## config.mk

```make
export PLATFORM = sky130hd
export DESIGN_NAME = cat_response_forward_filter_core
export DESIGN_NICKNAME = d
export VERILOG_FILES = /design/src/cat_rff_pkg.sv /design/src/cat_rff_parse.sv /design/src/cat_rff_decide.sv /design/src/cat_response_forward_filter_core.sv
export VERILOG_INCLUDE_DIRS = /design/src /design/src/src
export SDC_FILE = /design/constraint.sdc
export NUM_CORES = 2
export LEC_CHECK = 0
export BUFFER_PORTS_ARGS = -buffer_cell sky130_fd_sc_hd__buf_2
export CORE_ASPECT_RATIO = 1.75
export CORE_MARGIN = 5
export CORE_UTILIZATION = 30
export DETAILED_ROUTE_END_ITERATION = 16
export HOLD_SLACK_MARGIN = 0.05
export PLACE_DENSITY_LB_ADDON = 0.08
export SETUP_SLACK_MARGIN = 0.4
export SYNTH_ARGS = -nofsm -noshare
export SYNTH_HDL_FRONTEND = slang
export SYNTH_SLANG_ARGS = --single-unit
```

## constraint.sdc

```tcl
create_clock -name i_clk -period 10.8 [get_ports i_clk]
set_input_delay 2.16 -clock i_clk [delete_from_list [all_inputs] [get_ports i_clk]]
set_output_delay 2.16 -clock i_clk [all_outputs]
set_load 0.01 [all_outputs]
```

## src/assert_macros.svh

```systemverilog
// Assertion helpers for the RTL.
`ifndef ASSERT_MACROS_SVH
`define ASSERT_MACROS_SVH

// Antecedent in a cycle implies consequent in the same cycle.
`define ASSERT_SAME(label, clk, rst_n, ante, cons, msg) \
    label: assert property (@(posedge clk) disable iff (!rst_n) (ante) |-> (cons)) \
        else $error(msg);

// Antecedent in a cycle implies consequent in the next cycle.
`define ASSERT_NEXT(label, clk, rst_n, ante, cons, msg) \
    label: assert property (@(posedge clk) disable iff (!rst_n) (ante) |=> (cons)) \
        else $error(msg);

`endif

```

## src/cat_rff_pkg.sv

```systemverilog
`timescale 1ns / 1ps
package cat_rff_pkg;

    localparam logic [63:0] FNV_BASIS    = 64'hCBF29CE484222325;
    localparam logic [63:0] TUNE_HOLD_US = 64'd300000;

    localparam logic [15:0] PFX_FA = 16'h4641;
    localparam logic [15:0] PFX_FB = 16'h4642;
    localparam logic [15:0] PFX_IF = 16'h4946;
    localparam logic [15:0] PFX_SM = 16'h534D;
    localparam logic [15:0] PFX_RM = 16'h524D;
    localparam logic [15:0] PFX_EX = 16'h4558;
    localparam logic [15:0] PFX_VV = 16'h5656;
    localparam logic [15:0] PFX_SS = 16'h5353;
    localparam logic [15:0] PFX_SU = 16'h5355;
    localparam logic [15:0] PFX_TX = 16'h5458;
    localparam logic [15:0] PFX_RX = 16'h5258;

    localparam logic [2:0] RSN_FORWARD  = 3'd0;
    localparam logic [2:0] RSN_SHORT    = 3'd1;
    localparam logic [2:0] RSN_TUNING   = 3'd2;
    localparam logic [2:0] RSN_NOT_QRY  = 3'd3;
    localparam logic [2:0] RSN_DUP      = 3'd4;
    localparam logic [2:0] RSN_RATE     = 3'd5;
    localparam logic [2:0] RSN_FAIRNESS = 3'd6;

    localparam logic [2:0] CFG_AI_MODE     = 3'd0;
    localparam logic [2:0] CFG_DISPLAY     = 3'd1;
    localparam logic [2:0] CFG_SM_INT      = 3'd2;
    localparam logic [2:0] CFG_SM_INT_DISP = 3'd3;
    localparam logic [2:0] CFG_FAIR        = 3'd4;

    localparam logic [2:0] MODE_AI2 = 3'd2;
    localparam logic [2:0] MODE_AI4 = 3'd4;
    localparam logic [2:0] MODE_OFF = 3'd0;

    typedef struct packed {
        logic [15:0] prefix;
        logic [7:0]  cnt;
        logic [63:0] value;
        logic        f_semi;
        logic        f_bad;
        logic        f_ovf;
        logic        f_dig;
        logic [13:0] meter;
        logic [1:0]  sel;
        logic        meter_ok;
        logic [63:0] hash;
    } t_frame;

    typedef struct packed {
        logic [2:0]  ai_mode;
        logic        display;
        logic [23:0] sm_int;
        logic [23:0] sm_int_disp;
        logic [23:0] fair;
    } t_cfg;

    // Multiply by the FNV-64 prime, 2^40 + 0x1B3, as shifts and adds.
    function automatic logic [63:0] fnv_mul(input logic [63:0] x);
        return (x << 40) + (x << 8) + (x << 7) + (x << 5) + (x << 4) + (x << 1) + x;
    endfunction

endpackage

```

## src/cat_rff_parse.sv

```systemverilog
`timescale 1ns / 1ps
module cat_rff_parse
    import cat_rff_pkg::*;
(
    input  logic       i_clk,
    input  logic       i_rst_n,
    input  logic       i_step,
    input  logic [7:0] i_byte,
    input  logic       i_end,
    output t_frame     o_frame
);

    // Everything zero except the hash, which starts from the offset basis.
    localparam t_frame FRAME_CLEAR = {109'd0, FNV_BASIS};

    t_frame r_fr;
    logic   r_live;
    t_frame n_fr;
    logic   n_live;

    logic        dig;
    logic [3:0]  d;
    logic [67:0] prod;

    assign dig  = (i_byte >= 8'h30) && (i_byte <= 8'h39);
    assign d    = i_byte[3:0];
    assign prod = ({4'd0, r_fr.value} << 3) + ({4'd0, r_fr.value} << 1) + {64'd0, d};

    always_comb begin
        n_fr   = r_fr;
        n_live = r_live;
        n_fr.hash = fnv_mul(r_fr.hash ^ {56'd0, i_byte});
        if (r_fr.cnt == 8'd0) begin
            n_fr.prefix = {i_byte, 8'd0};
        end else if (r_fr.cnt == 8'd1) begin
            n_fr.prefix = {r_fr.prefix[15:8], i_byte};
        end else begin
            if (!r_fr.f_semi) begin
                if (i_byte == 8'h3B) begin
                    n_fr.f_semi = 1'b1;
                end else if (dig) begin
                    n_fr.f_dig = 1'b1;
                    if (!r_fr.f_ovf) begin
                        if (|prod[67:64]) n_fr.f_ovf = 1'b1;
                        else n_fr.value = prod[63:0];
                    end
                end else begin
                    n_fr.f_bad = 1'b1;
                end
            end
            if (r_fr.cnt == 8'd2) begin
                n_fr.sel = (i_byte >= 8'h31 && i_byte <= 8'h33) ? i_byte[1:0] : 2'd0;
            end else if (r_fr.cnt == 8'd3) begin
                n_fr.meter_ok = dig;
                n_live        = dig;
                n_fr.meter    = dig ? {10'd0, d} : 14'd0;
            end else if (r_fr.cnt <= 8'd6 && r_live) begin
                if (dig) n_fr.meter = (r_fr.meter << 3) + (r_fr.meter << 1) + {10'd0, d};
                else n_live = 1'b0;
            end
        end
        if (r_fr.cnt != 8'hFF) n_fr.cnt = r_fr.cnt + 8'd1;
    end

    assign o_frame = n_fr;

    always_ff @(posedge i_clk) begin
        if (!i_rst_n || (i_step && i_end)) begin
            r_fr   <= FRAME_CLEAR;
            r_live <= 1'b0;
        end else if (i_step) begin
            r_fr   <= n_fr;
            r_live <= n_live;
        end
    end

endmodule

```

## src/cat_rff_decide.sv

```systemverilog
`timescale 1ns / 1ps
module cat_rff_decide
    import cat_rff_pkg::*;
(
    input  logic        i_clk,
    input  logic        i_rst_n,
    input  logic        i_commit_en,
    input  t_frame      i_frame,
    input  t_cfg        i_cfg,
    input  logic [63:0] i_now,
    input  logic        i_queried,
    input  logic        i_tuning,
    input  logic [63:0] i_enc,
    output logic [2:0]  o_reason
);

    logic [63:0] r_fa, r_fb, r_if, r_sm_time, r_fwd_time;
    logic [30:0] r_sm_lvl;
    logic [13:0] r_meter [3];
    logic        r_was_sm;

    logic fa, fb, is_if, sm, rm, ex, num_ok, sm_ok, rm_ok, ai, commit;
    logic [1:0]  midx;
    logic [63:0] lim, d_sm, d_fwd, d_enc;

    assign fa     = i_frame.prefix == PFX_FA;
    assign fb     = i_frame.prefix == PFX_FB;
    assign is_if  = i_frame.prefix == PFX_IF;
    assign sm     = i_frame.prefix == PFX_SM;
    assign rm     = i_frame.prefix == PFX_RM;
    assign ex     = i_frame.prefix == PFX_EX;
    assign num_ok = (i_frame.cnt >= 8'd4) && !i_frame.f_bad && !i_frame.f_ovf && i_frame.f_dig;
    assign sm_ok  = num_ok && (i_frame.value[63:31] == '0);
    assign rm_ok  = rm && (i_frame.cnt >= 8'd7) && (i_frame.sel != 2'd0) && i_frame.meter_ok;
    assign midx   = i_frame.sel - 2'd1;
    assign ai     = (i_cfg.ai_mode == MODE_AI2) || (i_cfg.ai_mode == MODE_AI4);
    assign lim    = {40'd0, i_cfg.display ? i_cfg.sm_int_disp : i_cfg.sm_int};
    assign d_sm   = i_now - r_sm_time;
    assign d_fwd  = i_now - r_fwd_time;
    assign d_enc  = i_now - i_enc;

    always_comb begin
        o_reason = RSN_FORWARD;
        commit   = 1'b0;
        if (i_frame.cnt < 8'd2) begin
            o_reason = RSN_SHORT;
        end else if (i_cfg.display && (is_if || fa || fb) &&
                     (i_tuning || (i_enc != 64'd0 && d_enc < TUNE_HOLD_US))) begin
            o_reason = RSN_TUNING;
        end else if (ai) begin
            if (ex) begin
                o_reason = i_queried ? RSN_FORWARD : RSN_NOT_QRY;
            end else if ((fa && num_ok && i_frame.value == r_fa) ||
                         (fb && num_ok && i_frame.value == r_fb) ||
                         (is_if && i_frame.hash == r_if) ||
                         (sm && sm_ok && i_frame.value == {33'd0, r_sm_lvl}) ||
                         (rm_ok && i_frame.meter == r_meter[midx])) begin
                o_reason = RSN_DUP;
            end else if (sm && r_sm_time != 64'd0 && d_sm < lim) begin
                o_reason = RSN_RATE;
            end else if (sm && r_fwd_time != 64'd0 && d_fwd < {40'd0, i_cfg.fair} && r_was_sm) begin
                o_reason = RSN_FAIRNESS;
            end else begin
                commit = 1'b1;
            end
        end else if (!i_queried) begin
            o_reason = RSN_NOT_QRY;
            if (i_cfg.ai_mode != MODE_OFF) begin
                case (i_frame.prefix) inside
                    PFX_VV, PFX_SS, PFX_SU, PFX_TX, PFX_RX: o_reason = RSN_FORWARD;
                    default: o_reason = RSN_NOT_QRY;
                endcase
            end
        end
    end

    always_ff @(posedge i_clk) begin
        if (!i_rst_n) begin
            r_fa       <= '0;
            r_fb       <= '0;
            r_if       <= '0;
            r_sm_time  <= '0;
            r_fwd_time <= '0;
            r_sm_lvl   <= '0;
            r_meter    <= '{default: '0};
            r_was_sm   <= 1'b0;
        end else if (i_commit_en && commit) begin
            r_fwd_time <= i_now;
            r_was_sm   <= sm;
            if (sm) r_sm_time <= i_now;
            if (fa && num_ok) r_fa <= i_frame.value;
            if (fb && num_ok) r_fb <= i_frame.value;
            if (is_if) r_if <= i_frame.hash;
            if (sm && sm_ok) r_sm_lvl <= i_frame.value[30:0];
            if (rm_ok) r_meter[midx] <= i_frame.meter;
        end
    end

endmodule

```

## src/cat_response_forward_filter_core.sv

```systemverilog
`timescale 1ns / 1ps
// A final byte goes to the input register, its result to the result register.
// Throughput: one byte per cycle; the input register and the result register
// decouple the two channels, and a final byte waits in the input register only
// while a previous result is still untaken.
// Reset (synchronous, active low) clears configuration, frame and history state.
`include "assert_macros.svh"
module cat_response_forward_filter_core
    import cat_rff_pkg::*;
(
    input  logic        i_clk,
    input  logic        i_rst_n,
    input  logic        i_cfg_valid,
    output logic        o_cfg_ready,
    input  logic [2:0]  i_cfg_addr,
    input  logic [23:0] i_cfg_data,
    input  logic        i_valid,
    output logic        o_ready,
    input  logic [7:0]  i_resp_byte,
    input  logic        i_frame_end,
    input  logic [63:0] i_now_us,
    input  logic        i_recently_queried,
    input  logic        i_tuning_active,
    input  logic [63:0] i_last_encoder_us,
    output logic        o_valid,
    input  logic        i_ready,
    output logic        o_forward,
    output logic [2:0]  o_block_reason
);

    t_cfg        r_cfg;
    logic        r_s1_valid;
    logic [7:0]  r_s1_byte;
    logic        r_s1_end;
    logic [63:0] r_s1_now;
    logic        r_s1_qry;
    logic        r_s1_tune;
    logic [63:0] r_s1_enc;
    logic        r_out_valid;
    logic        r_out_fwd;
    logic [2:0]  r_out_rsn;

    logic   consume;
    t_frame frame;
    logic [2:0] reason;

    assign o_cfg_ready = 1'b1;
    assign consume = r_s1_valid && (!r_s1_end || !r_out_valid || i_ready);
    assign o_ready = !r_s1_valid || consume;

    always_ff @(posedge i_clk) begin
        if (!i_rst_n) begin
            r_cfg <= '0;
        end else if (i_cfg_valid) begin
            unique case (i_cfg_addr)
                CFG_AI_MODE:     r_cfg.ai_mode     <= i_cfg_data[2:0];
                CFG_DISPLAY:     r_cfg.display     <= i_cfg_data[0];
                CFG_SM_INT:      r_cfg.sm_int      <= i_cfg_data;
                CFG_SM_INT_DISP: r_cfg.sm_int_disp <= i_cfg_data;
                CFG_FAIR:        r_cfg.fair        <= i_cfg_data;
                default: ;
            endcase
        end
    end

    always_ff @(posedge i_clk) begin
        if (!i_rst_n) begin
            r_s1_valid <= 1'b0;
        end else if (o_ready) begin
            r_s1_valid <= i_valid;
        end
        if (i_valid && o_ready) begin
            r_s1_byte <= i_resp_byte;
            r_s1_end  <= i_frame_end;
            r_s1_now  <= i_now_us;
            r_s1_qry  <= i_recently_queried;
            r_s1_tune <= i_tuning_active;
            r_s1_enc  <= i_last_encoder_us;
        end
    end

    cat_rff_parse u_parse (
        .i_clk   (i_clk),
        .i_rst_n (i_rst_n),
        .i_step  (consume),
        .i_byte  (r_s1_byte),
        .i_end   (r_s1_end),
        .o_frame (frame)
    );

    cat_rff_decide u_decide (
        .i_clk       (i_clk),
        .i_rst_n     (i_rst_n),
        .i_commit_en (consume && r_s1_end),
        .i_frame     (frame),
        .i_cfg       (r_cfg),
        .i_now       (r_s1_now),
        .i_queried   (r_s1_qry),
        .i_tuning    (r_s1_tune),
        .i_enc       (r_s1_enc),
        .o_reason    (reason)
    );

    always_ff @(posedge i_clk) begin
        if (!i_rst_n) begin
            r_out_valid <= 1'b0;
        end else if (consume && r_s1_end) begin
            r_out_valid <= 1'b1;
        end else if (i_ready) begin
            r_out_valid <= 1'b0;
        end
        if (consume && r_s1_end) begin
            r_out_fwd <= (reason == RSN_FORWARD);
            r_out_rsn <= reason;
        end
    end

    assign o_valid        = r_out_valid;
    assign o_forward      = r_out_fwd;
    assign o_block_reason = r_out_rsn;

    `ASSERT_SAME(a_fwd_matches_reason, i_clk, i_rst_n, r_out_valid, r_out_fwd == (r_out_rsn == RSN_FORWARD), "forward flag disagrees with reason")
    `ASSERT_NEXT(a_mid_byte_no_result, i_clk, i_rst_n, consume && !r_s1_end && !r_out_valid, !r_out_valid, "result from a non-final byte")
    `ASSERT_NEXT(a_final_held, i_clk, i_rst_n, r_s1_valid && r_s1_end && r_out_valid && !i_ready, r_s1_valid, "final byte lost while result stalled")

endmodule

```

==> summary by stage <==
Die
The standard cell core area is 236000 µm². The chip width is 378 µm. The initial utilization of the core area, before any placement, comes to 30.2%.

The die is 655 µm tall. The floorplan has 236 rows. The count of boundary I/O pins is 178. The die covers 248000 µm².

Yosys
The cell area after synthesis is 71300 µm². During synthesis, Yosys emitted a total of 0 warnings. Yosys mapped a number of flops with a built-in enable equal to 143. The number of standard cells after synthesis is 8754. The post-synthesis sequential element count is 789. Counting flops with an async set or reset pin after synthesis yields a share of 0%.

The share of the yosys chip area belonging to registers is 24.2%. Yosys mapped the design onto 124 distinct sky130hd cell types. The number of nets produced by synthesis is 9679. The synthesized area divided by synthesized cell count is 8.14 µm². The primary flip-flop cell chosen by synthesis mapping is sky130_fd_sc_hd__dfxtp_1.

Worst hold path
The type of the most critical hold path is reg -> reg. The hold path startpoint is u_decide.r_meter[28]. The worst hold path passes through 2 cells. The destination of the worst hold path is u_decide.r_meter[28].

GRT
The via count of the first global-routing pass came to 68800. The sum of overflow across all layers after global routing is 0. The first global-routing pass estimated 533000 µm of wire. The number of antenna violations at the first check in global routing is 31. The total global routing track utilization is 30.4%. Entering global routing, the biggest net connects 195 pins.

Detailed routing
Dividing the detail-routed via count by the number of cells gives 5.70. The remaining antenna violation count is 0. The first routing iteration left 4951 violations. The average routed wire per standard cell is 32.4 µm.

The first TritonRoute pass finished after 8 iterations. The aggregate routed wire length is 387000 µm. The DRC violations left is 0. The overall via count from detail_route is 68200.

Place
The final weighted congestion in routability-driven placement is 1.04. Once detailed placement completed, the half-perimeter wirelength came to 314000 µm. In this run the tool buffered the top-level ports with 176 buffer cells.

STA
Setup repair after global routing left no endpoint under its margin. The final sum of negative setup slack is 0 ns. After layout, the minimum clock period comes to 9.49 ns. The count of final max-slew check failures is 1.

Clock skew on the completed layout was measured at 0.0546 ns. The remaining max-slew budget at the tightest pin is -7.17%. The count of endpoints failing setup in the final report is 0. The slew at the pin closest to its max-slew limit is 1.61 ns.

The number of hold violations in the final report is 0. The ratio of final minimum period to clock period is 87.8%. The maximum achievable frequency is 105 MHz.

Critical path
Along the worst path, the maximum fanout reaches 65. In this run the critical register-to-register path is launched from r_s1_byte[7]. At the worst endpoint, the required time is 11.42 ns. The arrival time reported for the critical path endpoint is 10.11 ns. Across all register-to-register paths, the minimum setup slack is 1.31 ns. The worst setup path is of the reg -> reg kind. The capture point of the worst reg-to-reg path is u_decide.r_fwd_time[1]. Measured in cells, the most critical reg-to-reg path has a length of 25. The kind of start point of the critical path is a flip-flop. STA classifies the critical path endpoint as a flip-flop.

Cells and area
The area growth from synthesis to final layout is 10.5%. The layout filler cell count is 25200. In the layout the commonest cells are sky130_fd_sc_hd__nand2_1 (1186), sky130_fd_sc_hd__inv_1 (752), sky130_fd_sc_hd__dfxtp_1 (645). The final net count is 9696. Leaving out fill and tap cells, the most frequent cell in the layout is sky130_fd_sc_hd__nand2_1. In the final layout, the share of cells above drive strength 1 is 7.39%.

CTS
For this design, the CTS-stage hold fixing added 0 buffers. The clock tree from TritonCTS is yes. For the worst-skew pair, the clock arrives at the later sink with an insertion delay of 0.76 ns. The root buffer selected by CTS is sky130_fd_sc_hd__clkbuf_16. The clock edge transition at the registers on the reported setup and hold paths is 0.06 ns. The count of clock tree sinks is 789. The H-tree generated during clock tree synthesis spans 3 levels. The number of buffers inserted during clock tree synthesis is 93. In this run the deepest clock path goes through 3 buffers. The number of cells upsized or downsized after cts is 0. Buffers added to address setup during post-CTS repair amount to 0.

Outcome
The final reports fail on slew limit. The flow ran to the end, but the final reports show violations.

Run
Max-cap violations in this run came to 0.
stage by stage:
stage	instance area, µm²	hold slack (ns)	util, %	instances	setup WS, ns
floorplan	71300	0.429	-	8754	0.914
global placement	75500	0.442	31.9	11800	1.45
detailed placement	75500	0.453	32.0	11800	1.34
CTS	78700	0.461	33.3	11900	1.24
global route	78800	0.474	33.3	12000	0.953
finish	78800	0.458	33.3	12000	1.31
cells in the mapped netlist (38+ instances only):
master / count / area share, %
sky130_fd_sc_hd__buf_2: 68 / 0.48
sky130_fd_sc_hd__o2111ai_1: 40 / 0.49
sky130_fd_sc_hd__and2_1: 66 / 0.58
sky130_fd_sc_hd__fa_1: 257 / 7.2
sky130_fd_sc_hd__nor3_1: 163 / 1.1
sky130_fd_sc_hd__o21bai_1: 41 / 0.43
sky130_fd_sc_hd__a22oi_1: 40 / 0.42
sky130_fd_sc_hd__mux2_2: 42 / 0.66
sky130_fd_sc_hd__nand2_1: 1188 / 6.3
sky130_fd_sc_hd__mux2i_1: 469 / 6.6
sky130_fd_sc_hd__o21ai_0: 265 / 1.9
sky130_fd_sc_hd__nor4_1: 177 / 1.6
sky130_fd_sc_hd__nand3_1: 168 / 1.2
sky130_fd_sc_hd__edfxtp_1: 143 / 6.0
sky130_fd_sc_hd__a21oi_1: 556 / 3.9
sky130_fd_sc_hd__nor2_1: 530 / 2.8
sky130_fd_sc_hd__ha_1: 497 / 8.7
sky130_fd_sc_hd__inv_1: 752 / 4.0
sky130_fd_sc_hd__a21boi_0: 94 / 0.99
sky130_fd_sc_hd__nor2b_1: 185 / 1.6
sky130_fd_sc_hd__or4_1: 38 / 0.40
sky130_fd_sc_hd__dfxtp_1: 646 / 18
sky130_fd_sc_hd__o31ai_1: 50 / 0.53
sky130_fd_sc_hd__o211ai_1: 74 / 0.78
sky130_fd_sc_hd__a21o_1: 139 / 1.5
sky130_fd_sc_hd__and3_1: 66 / 0.58
sky130_fd_sc_hd__or3_1: 39 / 0.34
sky130_fd_sc_hd__o22ai_1: 50 / 0.44
sky130_fd_sc_hd__nand4_1: 201 / 1.8
sky130_fd_sc_hd__xor2_1: 170 / 2.1
sky130_fd_sc_hd__a31oi_1: 55 / 0.48
sky130_fd_sc_hd__a211oi_1: 110 / 1.2
sky130_fd_sc_hd__clkbuf_1: 295 / 1.6
sky130_fd_sc_hd__nand2b_1: 116 / 1.0
sky130_fd_sc_hd__o21a_1: 69 / 0.73
sky130_fd_sc_hd__xnor2_1: 217 / 2.7
per-layer routing:
metal | vias up | track usage, % | wire length, µm
li1 | 31300 | - | -
met4 | 4 | 26.0 | 41400
met5 | - | 0 | 31
met2 | 2382 | 56.2 | 200000
met3 | 1019 | 4.33 | 16500
met1 | 33500 | 29.4 | 129000
flip-flops by register name (all words and copies together), names as in the netlist:
| register | flops |
|---|---|
| u_decide.r_fa | 64 |
| u_decide.r_fwd_time | 64 |
| r_s1_byte | 8 |
| u_parse.r_fr | 173 |
| u_decide.r_sm_lvl | 31 |
| u_decide.r_fb | 64 |
| r_s1_valid | 1 |
| u_decide.r_was_sm | 1 |
| r_s1_now | 64 |
| r_cfg | 76 |
| u_decide.r_meter | 42 |
| o_forward | 1 |
| r_s1_enc | 64 |
| u_parse.r_live | 1 |
| o_valid | 1 |
| o_block_reason | 3 |
| r_s1_end | 1 |
| u_decide.r_if | 64 |
| u_decide.r_sm_time | 64 |
| r_s1_qry | 1 |
| r_s1_tune | 1 |
cell type report:
cell class                 instances  area [µm²]  share of cell area, %
timing repair buffer             339        2200                   2.80
multi-input combinational       6796       49400                   62.7
sequential                       789       17200                   21.9
tap                             3094        3870                   4.91
antenna                           14        35.0                 0.0445
inverter                         752        2820                   3.58
clock buffer                     125        2570                   3.26
clock inverter                    49         641                  0.813
worst max-delay path: stages, from the launching register on:
cell and delay, ns:
sky130_fd_sc_hd__edfxtp_1 0.52, sky130_fd_sc_hd__xor2_1 0.52, sky130_fd_sc_hd__inv_1 0.33, sky130_fd_sc_hd__fa_1 0.56, sky130_fd_sc_hd__fa_1 0.56, sky130_fd_sc_hd__inv_1 0.06
sky130_fd_sc_hd__fa_1 0.48, sky130_fd_sc_hd__ha_1 0.30, sky130_fd_sc_hd__ha_1 0.45, sky130_fd_sc_hd__a211o_1 0.38, sky130_fd_sc_hd__nor4bb_1 0.16, sky130_fd_sc_hd__nor3b_1 0.53
sky130_fd_sc_hd__o21ai_1 0.22, sky130_fd_sc_hd__a21oi_1 0.34, sky130_fd_sc_hd__xnor3_1 0.35, sky130_fd_sc_hd__or4_1 0.43, sky130_fd_sc_hd__or4_1 0.50, sky130_fd_sc_hd__nor4_1 0.33
sky130_fd_sc_hd__nand4b_1 0.18, sky130_fd_sc_hd__or4b_1 0.51, sky130_fd_sc_hd__nor4_2 0.47, sky130_fd_sc_hd__a211oi_1 0.11, sky130_fd_sc_hd__nand4_1 0.22, sky130_fd_sc_hd__buf_12 0.31
sky130_fd_sc_hd__mux2i_1 0.26, sky130_fd_sc_hd__nor2b_1 0.06
logic make-up (layout without fill, tap and decap cells):
group,Yosys count,count (layout),share of synthesized area [%]
buf+inv,1169,1265,6.75
flops,789,789,24.2
fa+ha+maj,754,754,15.9
xor+xnor,409,409,5.47
simple gates,3143,3143,21.7
mux,514,514,7.33
other cells,1,15,0.00526
compound gates,1975,1975,18.6
worst max path at each step:
stage                             from                      end  depth (start not counted)
after detailed placement  r_s1_byte[0]         u_decide.r_fa[3]                         27
after global routing      r_s1_byte[7]   u_decide.r_fwd_time[4]                         25
after floorplan                i_ready             r_s1_byte[0]                          2
final                     r_s1_byte[7]   u_decide.r_fwd_time[1]                         25
after global placement    r_s1_byte[7]  u_decide.r_fwd_time[10]                         25
after CTS                 r_s1_byte[0]   u_decide.r_sm_time[12]                         27
Power is left out: the tool's default activity adds up to more than one toggle a clock period on the data nets, which glitch-free logic cannot reach.
